==> config.mk <==
export PLATFORM = sky130hd
export DESIGN_NAME = circular_double_ended_queue_core_flat
export DESIGN_NICKNAME = d
export VERILOG_FILES = /design/src/rtl/core/cdeq_pkg.sv /design/src/rtl/core/cdeq_ifs.sv /design/src/rtl/core/cdeq_ram.sv /design/src/rtl/core/cdeq_ctrl.sv /design/src/rtl/core/circular_double_ended_queue_core.sv /design/src/flat_wrapper.sv
export SDC_FILE = /design/constraint.sdc
export NUM_CORES = 1
export LEC_CHECK = 0
export ABC_AREA = 1
export BUFFER_PORTS_ARGS = -buffer_cell sky130_fd_sc_hd__clkbuf_2
export CORE_MARGIN = 2
export CORE_UTILIZATION = 45
export CTS_CLUSTER_SIZE = 30
export DETAILED_ROUTE_END_ITERATION = 12
export PLACE_DENSITY = 0.7
export SETUP_SLACK_MARGIN = 0.15
export SYNTH_ARGS = -nofsm -noshare
export SYNTH_HDL_FRONTEND = slang
export SYNTH_SLANG_ARGS = --single-unit
==> constraint.sdc <==
create_clock -name clk -period 10.2 [get_ports clk]
set_input_delay 0.51 -clock clk [delete_from_list [all_inputs] [get_ports clk]]
set_output_delay 0.51 -clock clk [all_outputs]
set_load 0.01 [all_outputs]
==> src/rtl/core/cdeq_pkg.sv <==
package cdeq_pkg;

	localparam int CAPACITY = 16;
	localparam int PTR_W    = $clog2(CAPACITY);
	localparam int CNT_W    = $clog2(CAPACITY + 1);
	localparam int DATA_W   = 32;
	localparam int OP_W     = 3;
	localparam int STATUS_W = 2;
	localparam int COUNT_W  = 5;

	localparam logic [OP_W-1:0] OP_PUSH_BACK  = 3'd0;
	localparam logic [OP_W-1:0] OP_PUSH_FRONT = 3'd1;
	localparam logic [OP_W-1:0] OP_POP_FRONT  = 3'd2;
	localparam logic [OP_W-1:0] OP_POP_BACK   = 3'd3;

	localparam logic [STATUS_W-1:0] ST_DONE  = 2'd0;
	localparam logic [STATUS_W-1:0] ST_FULL  = 2'd1;
	localparam logic [STATUS_W-1:0] ST_EMPTY = 2'd2;

	typedef logic [PTR_W-1:0]         ptr_t;
	typedef logic [CNT_W-1:0]         cnt_t;
	typedef logic signed [DATA_W-1:0] data_t;

	typedef struct packed {
		logic [STATUS_W-1:0] status;
		data_t               front_value;
		data_t               back_value;
		logic [COUNT_W-1:0]  count;
		logic                is_empty;
	} res_t;

	function automatic ptr_t slot_next(input ptr_t i);
		return (i == PTR_W'(CAPACITY - 1)) ? '0 : ptr_t'(i + 1'b1);
	endfunction

	function automatic ptr_t slot_prev(input ptr_t i);
		return (i == '0) ? PTR_W'(CAPACITY - 1) : ptr_t'(i - 1'b1);
	endfunction

	// An empty queue reports all ones for both ends.
	function automatic res_t make_res(input logic [STATUS_W-1:0] st, input data_t f,
			input data_t b, input cnt_t c);
		res_t r;
		r.status      = st;
		r.is_empty    = (c == '0);
		r.front_value = r.is_empty ? '1 : f;
		r.back_value  = r.is_empty ? '1 : b;
		r.count       = COUNT_W'(c);
		return r;
	endfunction

endpackage

==> src/rtl/core/cdeq_ifs.sv <==
interface cdeq_req_if
	import cdeq_pkg::*;
();
	logic            valid;
	logic            ready;
	logic [OP_W-1:0] operation;
	data_t           data;

	modport source (output valid, output operation, output data, input ready);
	modport sink   (input valid, input operation, input data, output ready);
endinterface

interface cdeq_rsp_if
	import cdeq_pkg::*;
();
	logic                valid;
	logic                ready;
	logic [STATUS_W-1:0] status;
	data_t               front_value;
	data_t               back_value;
	logic [COUNT_W-1:0]  count;
	logic                is_empty;

	modport source (output valid, output status, output front_value, output back_value,
		output count, output is_empty, input ready);
	modport sink   (input valid, input status, input front_value, input back_value,
		input count, input is_empty, output ready);
endinterface

==> src/rtl/core/cdeq_ram.sv <==
module cdeq_ram #(
	parameter int WIDTH = 32,
	parameter int DEPTH = 16
) (
	input  logic                     clk,
	input  logic                     we,
	input  logic [$clog2(DEPTH)-1:0] waddr,
	input  logic [WIDTH-1:0]         wdata,
	input  logic                     re,
	input  logic [$clog2(DEPTH)-1:0] raddr,
	output logic [WIDTH-1:0]         rdata
);
	logic [WIDTH-1:0] mem [DEPTH];

	always_ff @(posedge clk) begin
		if (we) begin
			mem[waddr] <= wdata;
		end
		if (re) begin
			rdata <= mem[raddr];
		end
	end
endmodule

==> src/rtl/core/cdeq_ctrl.sv <==
module cdeq_ctrl
	import cdeq_pkg::*;
(
	input  logic            clk,
	input  logic            arst_n,
	input  logic            req_valid,
	output logic            req_ready,
	input  logic [OP_W-1:0] req_op,
	input  data_t           req_data,
	output logic            res_valid,
	output res_t            res,
	input  logic            res_take,
	output logic            ram_we,
	output ptr_t            ram_waddr,
	output data_t           ram_wdata,
	output logic            ram_re,
	output ptr_t            ram_raddr,
	input  data_t           ram_rdata
);
	localparam logic S_IDLE  = 1'b0;
	localparam logic S_FETCH = 1'b1;

	logic  state_q;
	logic  side_front_q;
	ptr_t  head_q, tail_q;
	cnt_t  cnt_q;
	data_t front_q, back_q;
	logic  res_valid_q;
	res_t  res_q;

	logic                acc;
	logic [STATUS_W-1:0] nxt_status;
	ptr_t                nxt_head, nxt_tail;
	cnt_t                nxt_cnt;
	data_t               nxt_front, nxt_back;
	logic                need_fetch;
	logic                is_pop_front;
	data_t               fetch_front, fetch_back;

	assign req_ready = (state_q == S_IDLE) && (!res_valid_q || res_take);
	assign acc       = req_valid && req_ready;

	always_comb begin
		nxt_status   = ST_DONE;
		nxt_head     = head_q;
		nxt_tail     = tail_q;
		nxt_cnt      = cnt_q;
		nxt_front    = front_q;
		nxt_back     = back_q;
		ram_we       = 1'b0;
		ram_waddr    = tail_q;
		ram_wdata    = req_data;
		ram_re       = 1'b0;
		ram_raddr    = slot_next(head_q);
		need_fetch   = 1'b0;
		is_pop_front = 1'b0;
		unique case (req_op) inside
			OP_PUSH_BACK, OP_PUSH_FRONT: begin
				if (cnt_q == CNT_W'(CAPACITY)) begin
					nxt_status = ST_FULL;
				end else begin
					ram_we  = acc;
					nxt_cnt = cnt_q + 1'b1;
					if (req_op == OP_PUSH_BACK) begin
						ram_waddr = tail_q;
						nxt_tail  = slot_next(tail_q);
						nxt_back  = req_data;
						if (cnt_q == '0) begin
							nxt_front = req_data;
						end
					end else begin
						nxt_head  = slot_prev(head_q);
						ram_waddr = nxt_head;
						nxt_front = req_data;
						if (cnt_q == '0) begin
							nxt_back = req_data;
						end
					end
				end
			end
			OP_POP_FRONT, OP_POP_BACK: begin
				if (cnt_q == '0) begin
					nxt_status = ST_EMPTY;
				end else begin
					nxt_cnt      = cnt_q - 1'b1;
					need_fetch   = (nxt_cnt != '0);
					ram_re       = acc && need_fetch;
					is_pop_front = (req_op == OP_POP_FRONT);
					if (is_pop_front) begin
						nxt_head  = slot_next(head_q);
						ram_raddr = nxt_head;
					end else begin
						nxt_tail  = slot_prev(tail_q);
						ram_raddr = slot_prev(nxt_tail);
					end
				end
			end
			default: begin
			end
		endcase
	end

	// The fresh end value arrives from the store in the cycle after the pop.
	assign fetch_front = side_front_q ? ram_rdata : front_q;
	assign fetch_back  = side_front_q ? back_q : ram_rdata;

	always_ff @(posedge clk or negedge arst_n) begin
		if (!arst_n) begin
			state_q      <= S_IDLE;
			side_front_q <= 1'b0;
			head_q       <= '0;
			tail_q       <= '0;
			cnt_q        <= '0;
			res_valid_q  <= 1'b0;
		end else begin
			unique case (state_q)
				S_IDLE: begin
					if (acc) begin
						head_q <= nxt_head;
						tail_q <= nxt_tail;
						cnt_q  <= nxt_cnt;
						if (need_fetch) begin
							state_q      <= S_FETCH;
							side_front_q <= is_pop_front;
							res_valid_q  <= 1'b0;
						end else begin
							res_valid_q <= 1'b1;
						end
					end else if (res_take) begin
						res_valid_q <= 1'b0;
					end
				end
				S_FETCH: begin
					state_q     <= S_IDLE;
					res_valid_q <= 1'b1;
				end
				default: begin
					state_q <= S_IDLE;
				end
			endcase
		end
	end

	always_ff @(posedge clk) begin
		if (state_q == S_FETCH) begin
			front_q <= fetch_front;
			back_q  <= fetch_back;
			res_q   <= make_res(ST_DONE, fetch_front, fetch_back, cnt_q);
		end else if (acc) begin
			front_q <= nxt_front;
			back_q  <= nxt_back;
			res_q   <= make_res(nxt_status, nxt_front, nxt_back, nxt_cnt);
		end
	end

	assign res_valid = res_valid_q;
	assign res       = res_q;

	a_ptr_match_when_idle_or_full: assert property (@(posedge clk) disable iff (!arst_n)
		(cnt_q == '0 || cnt_q == CNT_W'(CAPACITY)) |-> (head_q == tail_q))
		else $error("pointers disagree with an empty or full count");
	a_ptr_differ_when_partial: assert property (@(posedge clk) disable iff (!arst_n)
		(head_q != tail_q) |-> (cnt_q != '0 && cnt_q != CNT_W'(CAPACITY)))
		else $error("pointers differ but count is empty or full");
	a_no_rw_overlap: assert property (@(posedge clk) disable iff (!arst_n)
		!(ram_we && ram_re))
		else $error("store written and read in the same cycle");
	a_fetch_follows_pop: assert property (@(posedge clk) disable iff (!arst_n)
		(acc && need_fetch) |=> (state_q == S_FETCH && !res_valid_q))
		else $error("pop did not wait for the store read");
	a_fetch_completes: assert property (@(posedge clk) disable iff (!arst_n)
		(state_q == S_FETCH) |=> (state_q == S_IDLE && res_valid_q))
		else $error("store read did not yield a result");
endmodule

==> src/rtl/core/circular_double_ended_queue_core.sv <==
// Result path: a push, a rejected request or an unlisted opcode reaches rsp via the result
// register and then the output register; a pop that leaves the queue non-empty also
// passes FETCH, the new end value being read via the store RAM's single registered port.
// Throughput: one request per cycle while rsp accepts results, except a pop that leaves
// the queue non-empty, which holds the request side while the store is read.
// Reset: arst_n clears the pointers, the count and all valid flags; store contents are
// left as they are and are only read after a push has written them.
module circular_double_ended_queue_core
	import cdeq_pkg::*;
(
	input  logic        clk,
	input  logic        arst_n,
	cdeq_req_if.sink    req,
	cdeq_rsp_if.source  rsp
);
	// Results of the controller and the RAM port between them.
	logic  res_valid;
	res_t  res;
	logic  res_take;
	logic  ram_we;
	ptr_t  ram_waddr;
	data_t ram_wdata;
	logic  ram_re;
	ptr_t  ram_raddr;
	logic [DATA_W-1:0] ram_rdata;

	// Output register: it frees the controller's result stage whenever it is empty or
	// the downstream side takes its contents, so a new request can be accepted while a
	// finished result still waits on rsp.
	logic out_valid_q;
	res_t out_q;

	assign res_take = res_valid && (!out_valid_q || rsp.ready);

	cdeq_ctrl u_ctrl (
		.clk       (clk),
		.arst_n    (arst_n),
		.req_valid (req.valid),
		.req_ready (req.ready),
		.req_op    (req.operation),
		.req_data  (req.data),
		.res_valid (res_valid),
		.res       (res),
		.res_take  (res_take),
		.ram_we    (ram_we),
		.ram_waddr (ram_waddr),
		.ram_wdata (ram_wdata),
		.ram_re    (ram_re),
		.ram_raddr (ram_raddr),
		.ram_rdata (data_t'(ram_rdata))
	);

	// The circular store itself: one write port for pushes, one read port that
	// fetches the element that becomes the new front or back after a pop.
	cdeq_ram #(
		.WIDTH (DATA_W),
		.DEPTH (CAPACITY)
	) u_store (
		.clk   (clk),
		.we    (ram_we),
		.waddr (ram_waddr),
		.wdata (ram_wdata),
		.re    (ram_re),
		.raddr (ram_raddr),
		.rdata (ram_rdata)
	);

	always_ff @(posedge clk or negedge arst_n) begin
		if (!arst_n) begin
			out_valid_q <= 1'b0;
		end else if (res_take) begin
			out_valid_q <= 1'b1;
		end else if (rsp.ready) begin
			out_valid_q <= 1'b0;
		end
	end

	always_ff @(posedge clk) begin
		if (res_take) begin
			out_q <= res;
		end
	end

	assign rsp.valid       = out_valid_q;
	assign rsp.status      = out_q.status;
	assign rsp.front_value = out_q.front_value;
	assign rsp.back_value  = out_q.back_value;
	assign rsp.count       = out_q.count;
	assign rsp.is_empty    = out_q.is_empty;
endmodule
==> src/flat_wrapper.sv <==
// flat-port wrapper written by rule: the top's interface ports become plain ports
module circular_double_ended_queue_core_flat import cdeq_pkg::*;
  (clk, arst_n, req_valid, req_operation, req_data, req_ready, rsp_valid, rsp_status, rsp_front_value, rsp_back_value, rsp_count, rsp_is_empty, rsp_ready);
  cdeq_req_if req_i ();
  cdeq_rsp_if rsp_i ();
  input  logic clk;
  input  logic arst_n;
  input wire logic [$bits(req_i.valid)-1:0] req_valid;
  input wire logic [$bits(req_i.operation)-1:0] req_operation;
  input wire logic [$bits(req_i.data)-1:0] req_data;
  output wire logic [$bits(req_i.ready)-1:0] req_ready;
  output wire logic [$bits(rsp_i.valid)-1:0] rsp_valid;
  output wire logic [$bits(rsp_i.status)-1:0] rsp_status;
  output wire logic [$bits(rsp_i.front_value)-1:0] rsp_front_value;
  output wire logic [$bits(rsp_i.back_value)-1:0] rsp_back_value;
  output wire logic [$bits(rsp_i.count)-1:0] rsp_count;
  output wire logic [$bits(rsp_i.is_empty)-1:0] rsp_is_empty;
  input wire logic [$bits(rsp_i.ready)-1:0] rsp_ready;
  assign req_i.valid = req_valid;
  assign req_i.operation = req_operation;
  assign req_i.data = req_data;
  assign req_ready = req_i.ready;
  assign rsp_valid = rsp_i.valid;
  assign rsp_status = rsp_i.status;
  assign rsp_front_value = rsp_i.front_value;
  assign rsp_back_value = rsp_i.back_value;
  assign rsp_count = rsp_i.count;
  assign rsp_is_empty = rsp_i.is_empty;
  assign rsp_i.ready = rsp_ready;
  circular_double_ended_queue_core u_core (.clk(clk), .arst_n(arst_n), .req(req_i), .rsp(rsp_i));
endmodule
==> results.sh, run 1 <==
export IMPL_fmax_ghz=0.212
export IMPL_min_delay_path_class="in -> reg"
export IMPL_htreeDepth=3
export IMPL_gp_routability_congestion=0.859
export IMPL_viasPerCell=5.48
export IMPL_tns_ps=0
export IMPL_pwr_density_cell_nw_per_um2=311
export IMPL_ys_seq_area_share_pct=69.3
export IMPL_cts_root_buf="clkbuf_16"
export IMPL_worst_ep_required_time_ps=10580
export IMPL_whs_ps=172
export IMPL_vias=22117
export IMPL_die_area_um2=75900
export IMPL_outcome="completed"
export IMPL_relSlewSlack_pct=21.4
export IMPL_vdd_ir_drop_max_mv=0.212
export IMPL_clk_pin_slew_worst_paths_ps=60
export IMPL_synthFlopType="edfxtp_1"
export IMPL_critPathArrivalTime_ps=5110
export IMPL_first_pass_iters=5
export IMPL_synth_cells=2987
export IMPL_grt_remaining_overflow=0
export IMPL_syn2layout_area_growth_pct=11.7
export IMPL_place_hpwl_um=42800
export IMPL_coreArea_um2=73000
export IMPL_grt_setup_unrepaired="false"
export IMPL_syn_avg_cell_area_um2=11.1
export IMPL_grt_pass1_wl_um=122000
export IMPL_cp_end_kind="flip-flop"
export IMPL_start_util_pct=45.5
export IMPL_cts_buffer_depth=3
export IMPL_synth_edf_count=750
export IMPL_maxSlewViolCount=0
export IMPL_skew_ps=20.7
export IMPL_finalSetupViolations=0
export IMPL_antenna_found_initial=7
export IMPL_synth_top_area_share_pct=67.9
export IMPL_fin_crit_sh_pct=46.3
export IMPL_track_usage_pct=20.8
export IMPL_yosysTopAreaCell="edfxtp_1"
export IMPL_first_global_vias=20984
export IMPL_crit_path_max_fanout=165
export IMPL_cts_sinks=769
export IMPL_synth_area_um2=33200
export IMPL_cts_buffers=76
export IMPL_layout_drive_gt1_share_pct=9.75
export IMPL_die_w_um=276
export IMPL_total_power_uw=11500
export IMPL_grt_max_degree=196
export IMPL_yosys_warnings=0
export IMPL_synthDistinctLibCells=32
export IMPL_crit_type="reg -> reg"
export IMPL_die_h_um=276
export IMPL_final_antenna_net_count=0
export IMPL_crit_path_start_kind="flip-flop"
export IMPL_worst_pin_slew_ps=1180
export IMPL_syn_nets=3038
export IMPL_first_iter_violations=2147
export IMPL_avgRoutedWirePerCell_um=19.6
export IMPL_ys_ff_latch=769
export IMPL_synth_area_top_cells="edfxtp_1 (68%), nand2_1 (9.4%), nand3_1 (7.7%)"
export IMPL_drc=0
export IMPL_cts_tree="built"
export IMPL_leakage_uw=0.0143
export IMPL_final_nets=3071
export IMPL_clkLatencyLatePin_ps=630
export IMPL_ys_async_sr_fraction_pct=2.21
export IMPL_period_needed_ps=4720
export IMPL_io_pins=113
export IMPL_hold_viol=0
export IMPL_max_cap_viol_count=0
export IMPL_synthMostInstantiatedCell="nand2_1"
export IMPL_place_port_buffers=112
export IMPL_row_count=99
export IMPL_finalWirelength_um=79100
export IMPL_synth_top_cells_by_count="nand2_1 (835), edfxtp_1 (750), nand3_1 (509), inv_1 (232), o21ai_0 (150)"
-- cells in the final DEF, fill, tap and decap left out, types with 2 or more instances in the layout --
cell type,instances
bufinv_16,10
nand3b_1,96
inv_6,2
o21ai_0,150
nor2_1,21
clkinv_1,15
nand2_8,2
clkinvlp_4,2
clkbuf_1,13
a21oi_1,39
dfrtp_1,15
o21ai_1,15
nor2_2,2
a22oi_1,33
o211ai_1,34
nor2_4,17
clkinv_2,11
xor2_1,5
nor3_1,3
nand2_4,5
dfxtp_1,2
clkinv_8,2
nand2_2,5
ha_1,12
clkbuf_2,112
nand2_1,830
nand3_2,2
inv_2,8
nand3_1,508
clkbuf_16,79
xnor2_1,2
inv_1,230
edfxtp_1,750
buf_4,33
-- sequential cells by signal, summed over array words and instances, names as in the netlist, 2 cells and up --
name,count
u_core.u_ctrl.cnt_q,5
u_core.rsp.count,5
u_core.u_ctrl.back_q,32
u_core.u_ctrl.front_q,32
u_core.rsp.front_value,32
u_core.u_store.rdata,32
u_core.u_ctrl.tail_q,4
u_core.u_ctrl.res,72
u_core.u_store.mem,512
u_core.rsp.status,2
u_core.u_ctrl.head_q,4
u_core.rsp.back_value,32
-- cell families after synthesis --
group | after synthesis | synth area share [%]
AO/OA/AOI/OAI | 275 | 4.67
XOR/XNOR | 7 | 0.185
buffers and inverters | 431 | 5.36
adder cells (fa/ha/maj) | 12 | 0.452
AND/OR/NAND/NOR | 1493 | 20.1
flip-flops | 769 | 69.3
-- per-stage QoR --
step | cells | worst slack, ps | instance area [µm²] | util (%)
2_1_floorplan | 2987 | 5650 | 33200 | -
3_3_place_gp | 3900 | 5600 | 34500 | 47.4
3_5_place_dp | 3900 | 5500 | 34500 | 47.4
4_1_cts | 4036 | 5550 | 37100 | 50.8
5_1_grt | 4036 | 5160 | 37100 | 50.8
6_report | 4037 | 5480 | 37100 | 50.8
-- layout make-up --
class                   instances  area (µm²)
multi-input cells            1787        8630
fillers                      6206       35900
flip-flops and latches        769       23000
clock buffers                  93        2040
diodes                          1        2.50
repair buffers                147         838
well taps                     959        1200
clock inverters                42         482
inverters                     239         897
-- critical path: stages, from the launching register on --
cell	delay [ps]
dfrtp_1	480
inv_1	180
ha_1	160
nand2_1	90
nand2_1	170
nand3_4	660
nand2_8	1140
buf_4	910
nand2_1	130
nand3_1	140
nand3_1	110
nand3_1	120
nand2_1	60
-- report_power, final --
group | switching [µW] | internal, µW | leakage [µW] | total [µW]
Sequential | 213 | 4330 | 0.00709 | 4540
Combinational | 2960 | 1180 | 0.00602 | 4150
Clock | 1170 | 1680 | 0.00123 | 2840
-- routing by layer --
| metal | routed length (µm) | global-route usage, % | vias to the layer above |
|---|---|---|---|
| li1 | - | - | 10419 |
| met1 | 33700 | 28.7 | 10653 |
| met2 | 37200 | 33.6 | 906 |
| met3 | 6530 | 3.72 | 133 |
| met4 | 1670 | 6.74 | 6 |
| met5 | 36 | 0 | - |
-- what timing repair did --
item / CTS / global route
hold buffers: 1 / 0
resized for setup: 0 / 0
hold endpoints to repair: 17 / 0
buffers inserted: 0 / 0
-- path summary, 6_finish.rpt --
kind,from,to,slack [ps],depth (start not counted)
setup / recovery,u_core.u_ctrl.tail_q[0]$_DFFE_PN0P_,u_core.u_store.rdata[22]$_DFFE_PP_,5480,12
hold / removal,req_valid,u_core.u_ctrl.res_valid$_DFFE_PN0P_,170,3
setup reg to reg,u_core.u_ctrl.tail_q[0]$_DFFE_PN0P_,u_core.u_store.rdata[22]$_DFFE_PP_,5480,12
hold reg to reg,u_core.u_ctrl.res[27]$_DFFE_PP_,u_core.rsp.back_value[21]$_DFFE_PP_,410,0
max in group asynchronous,arst_n,u_core.u_ctrl.side_front_q$_DFFE_PN0P_,9440,2
min in group asynchronous,arst_n,u_core.u_ctrl.head_q[3]$_DFFE_PN0P_,390,2
(Power assumes the default switching activity.)
==> run 2: changes to the inputs <==
PLACE_DENSITY = 0.72   (was 0.7)
clock period = 4.3 ns   (was 10.2 ns; I/O delays follow)
==> run 2 against run 1 <==
Net effect:
- global-route usage is 0.18 points higher
- register-to-register slack got worse by 4600 ps
- cell count up 0.52%
==> results.sh, run 2 (synthesized netlist as in run 1, its figures left out) <==
export IMPL_top_register="u_core.u_store.mem"
export IMPL_place_area_um2=34800
export IMPL_final_cell_mix="nand2_1 (830), edfxtp_1 (750), nand3_1 (508)"
export IMPL_avgRoutedWirePerCell_um=19.7
export IMPL_cts_sinks=769
export IMPL_layout_drive_gt1_share_pct=10.6
export IMPL_total_power_uw=27100
export IMPL_netSwitchingFraction_pct=38.1
export IMPL_crit_type="reg -> reg"
export IMPL_finalWirelength_um=79800
export IMPL_critPathArrivalTime_ps=3760
export IMPL_relSlewSlack_pct=23.2
export IMPL_drc=0
export IMPL_cts_resized=0
export IMPL_final_antenna_net_count=0
export IMPL_final_common_cell="nand2_1"
export IMPL_leakage_uw=0.0144
export IMPL_internal_power_uw=16800
export IMPL_io_pins=113
export IMPL_maxSlewViolCount=0
export IMPL_skew_ps=28.4
export IMPL_vias=22327
export IMPL_viasPerCell=5.50
export IMPL_cts_buffer_depth=3
export IMPL_gp_routability_congestion=0.853
export IMPL_die_area_um2=75900
export IMPL_row_count=99
export IMPL_cts_hold_buffers_added=3
export IMPL_first_pass_iters=5
export IMPL_period_needed_ps=3410
export IMPL_min_delay_path_class="in -> reg"
export IMPL_finalSetupViolations=0
export IMPL_start_util_pct=45.5
export IMPL_tns_ps=0
export IMPL_grt_max_degree=168
export IMPL_place_port_buffers=112
export IMPL_pwr_share_comb_pct=36.3
export IMPL_antenna_found_initial=6
export IMPL_final_nets=3093
export IMPL_vdd_ir_drop_max_mv=0.499
export IMPL_die_w_um=276
export IMPL_fin_area_um2=37200
export IMPL_grt_pass1_wl_um=122000
export IMPL_cts_setup_buffers=0
export IMPL_htreeDepth=3
export IMPL_cts_buffers=75
export IMPL_grt_remaining_overflow=0
export IMPL_track_usage_pct=21.0
export IMPL_fin_crit_sh_pct=79.3
export IMPL_first_global_vias=21089
export IMPL_grt_setup_unrepaired="false"
export IMPL_cp_end_kind="flip-flop"
export IMPL_crit_path_start_kind="flip-flop"
export IMPL_worst_pin_slew_ps=1150
export IMPL_crit_path_max_fanout=82
export IMPL_cts_tree="built"
export IMPL_fmax_ghz=0.293
export IMPL_first_iter_violations=2743
export IMPL_p_switching_uw=10300
export IMPL_syn2layout_area_growth_pct=12.2
export IMPL_clkLatencyLatePin_ps=630
export IMPL_place_hpwl_um=44000
export IMPL_die_h_um=276
export IMPL_coreArea_um2=73000
export IMPL_worst_ep_required_time_ps=4650
export IMPL_outcome="completed"
export IMPL_hold_viol=0
export IMPL_largest_register_ffs=512
export IMPL_pwr_density_cell_nw_per_um2=729
export IMPL_clk_pin_slew_worst_paths_ps=60
export IMPL_p_clk_share_pct=23.6
export IMPL_cts_root_buf="clkbuf_16"
export IMPL_power_frac_seq_pct=40.1
export IMPL_max_cap_viol_count=0
## run 2: power groups by stage
stage	Sequential (µW)	Clock [µW]	Combinational, µW
final	10900	6410	9860
after global routing	11000	6800	11000
after detailed placement	11000	0	9750
after CTS	10900	6490	9830
after global placement	11000	0	9580
after floorplan	10900	0	6880
## run 2: layout make-up
cell class | instances | area [µm²]
Tap cell | 959 | 1200
Timing Repair Buffer | 170 | 1130
Clock buffer | 89 | 1990
Clock inverter | 44 | 384
Sequential cell | 769 | 23000
Inverter | 239 | 897
Multi-Input combinational cell | 1787 | 8640
Fill cell | 6191 | 35700
Antenna cell | 1 | 2.50
## run 2: path summary, 6_finish.rpt
kind,start,cells past startpoint,end,slack (ps)
worst max-delay path,u_core.u_ctrl.cnt_q[1]$_DFFE_PN0P_,12,u_core.u_store.rdata[14]$_DFFE_PP_,890
worst min-delay path,req_operation[0],4,u_core.u_ctrl.side_front_q$_DFFE_PN0P_,40
worst max register to register,u_core.u_ctrl.cnt_q[1]$_DFFE_PN0P_,12,u_core.u_store.rdata[14]$_DFFE_PP_,890
worst min register to register,u_core.u_ctrl.res[49]$_DFFE_PP_,0,u_core.rsp.front_value[11]$_DFFE_PP_,410
max in group asynchronous,arst_n,2,u_core.u_ctrl.side_front_q$_DFFE_PN0P_,3800
min in group asynchronous,arst_n,2,u_core.u_ctrl.head_q[1]$_DFFE_PN0P_,120
## run 2: per-stage QoR
stage                     utilization, %  worst slack (ps)  cells  hold WS, ps
after global placement              47.7              1090   3921          197
after global routing                51.0               674   4058         55.5
final                               51.0               889   4058         35.3
after floorplan                        -               735   2987        -80.6
after detailed placement            47.7               978   3921          201
after CTS                           51.0               941   4057         1.35
## run 2: routing by layer
| metal | global-route usage (%) | part of all wire, % |
|---|---|---|
| met5 | 0 | 0.054 |
| met4 | 7.37 | 2.6 |
| met3 | 4.04 | 10 |
| met2 | 33.1 | 46 |
| met1 | 29.2 | 41 |
## run 2: critical path, stage by stage, from the launching register on
cell and delay (ps):
dfrtp_1 410, inv_1 170, ha_1 270, nand3_2 190
nand2_4 180, nand2_8 340, nand2_8 610, buf_4 400
nand2_1 110, nand3_1 120, nand3_1 100, nand3_1 110
nand2_1 60
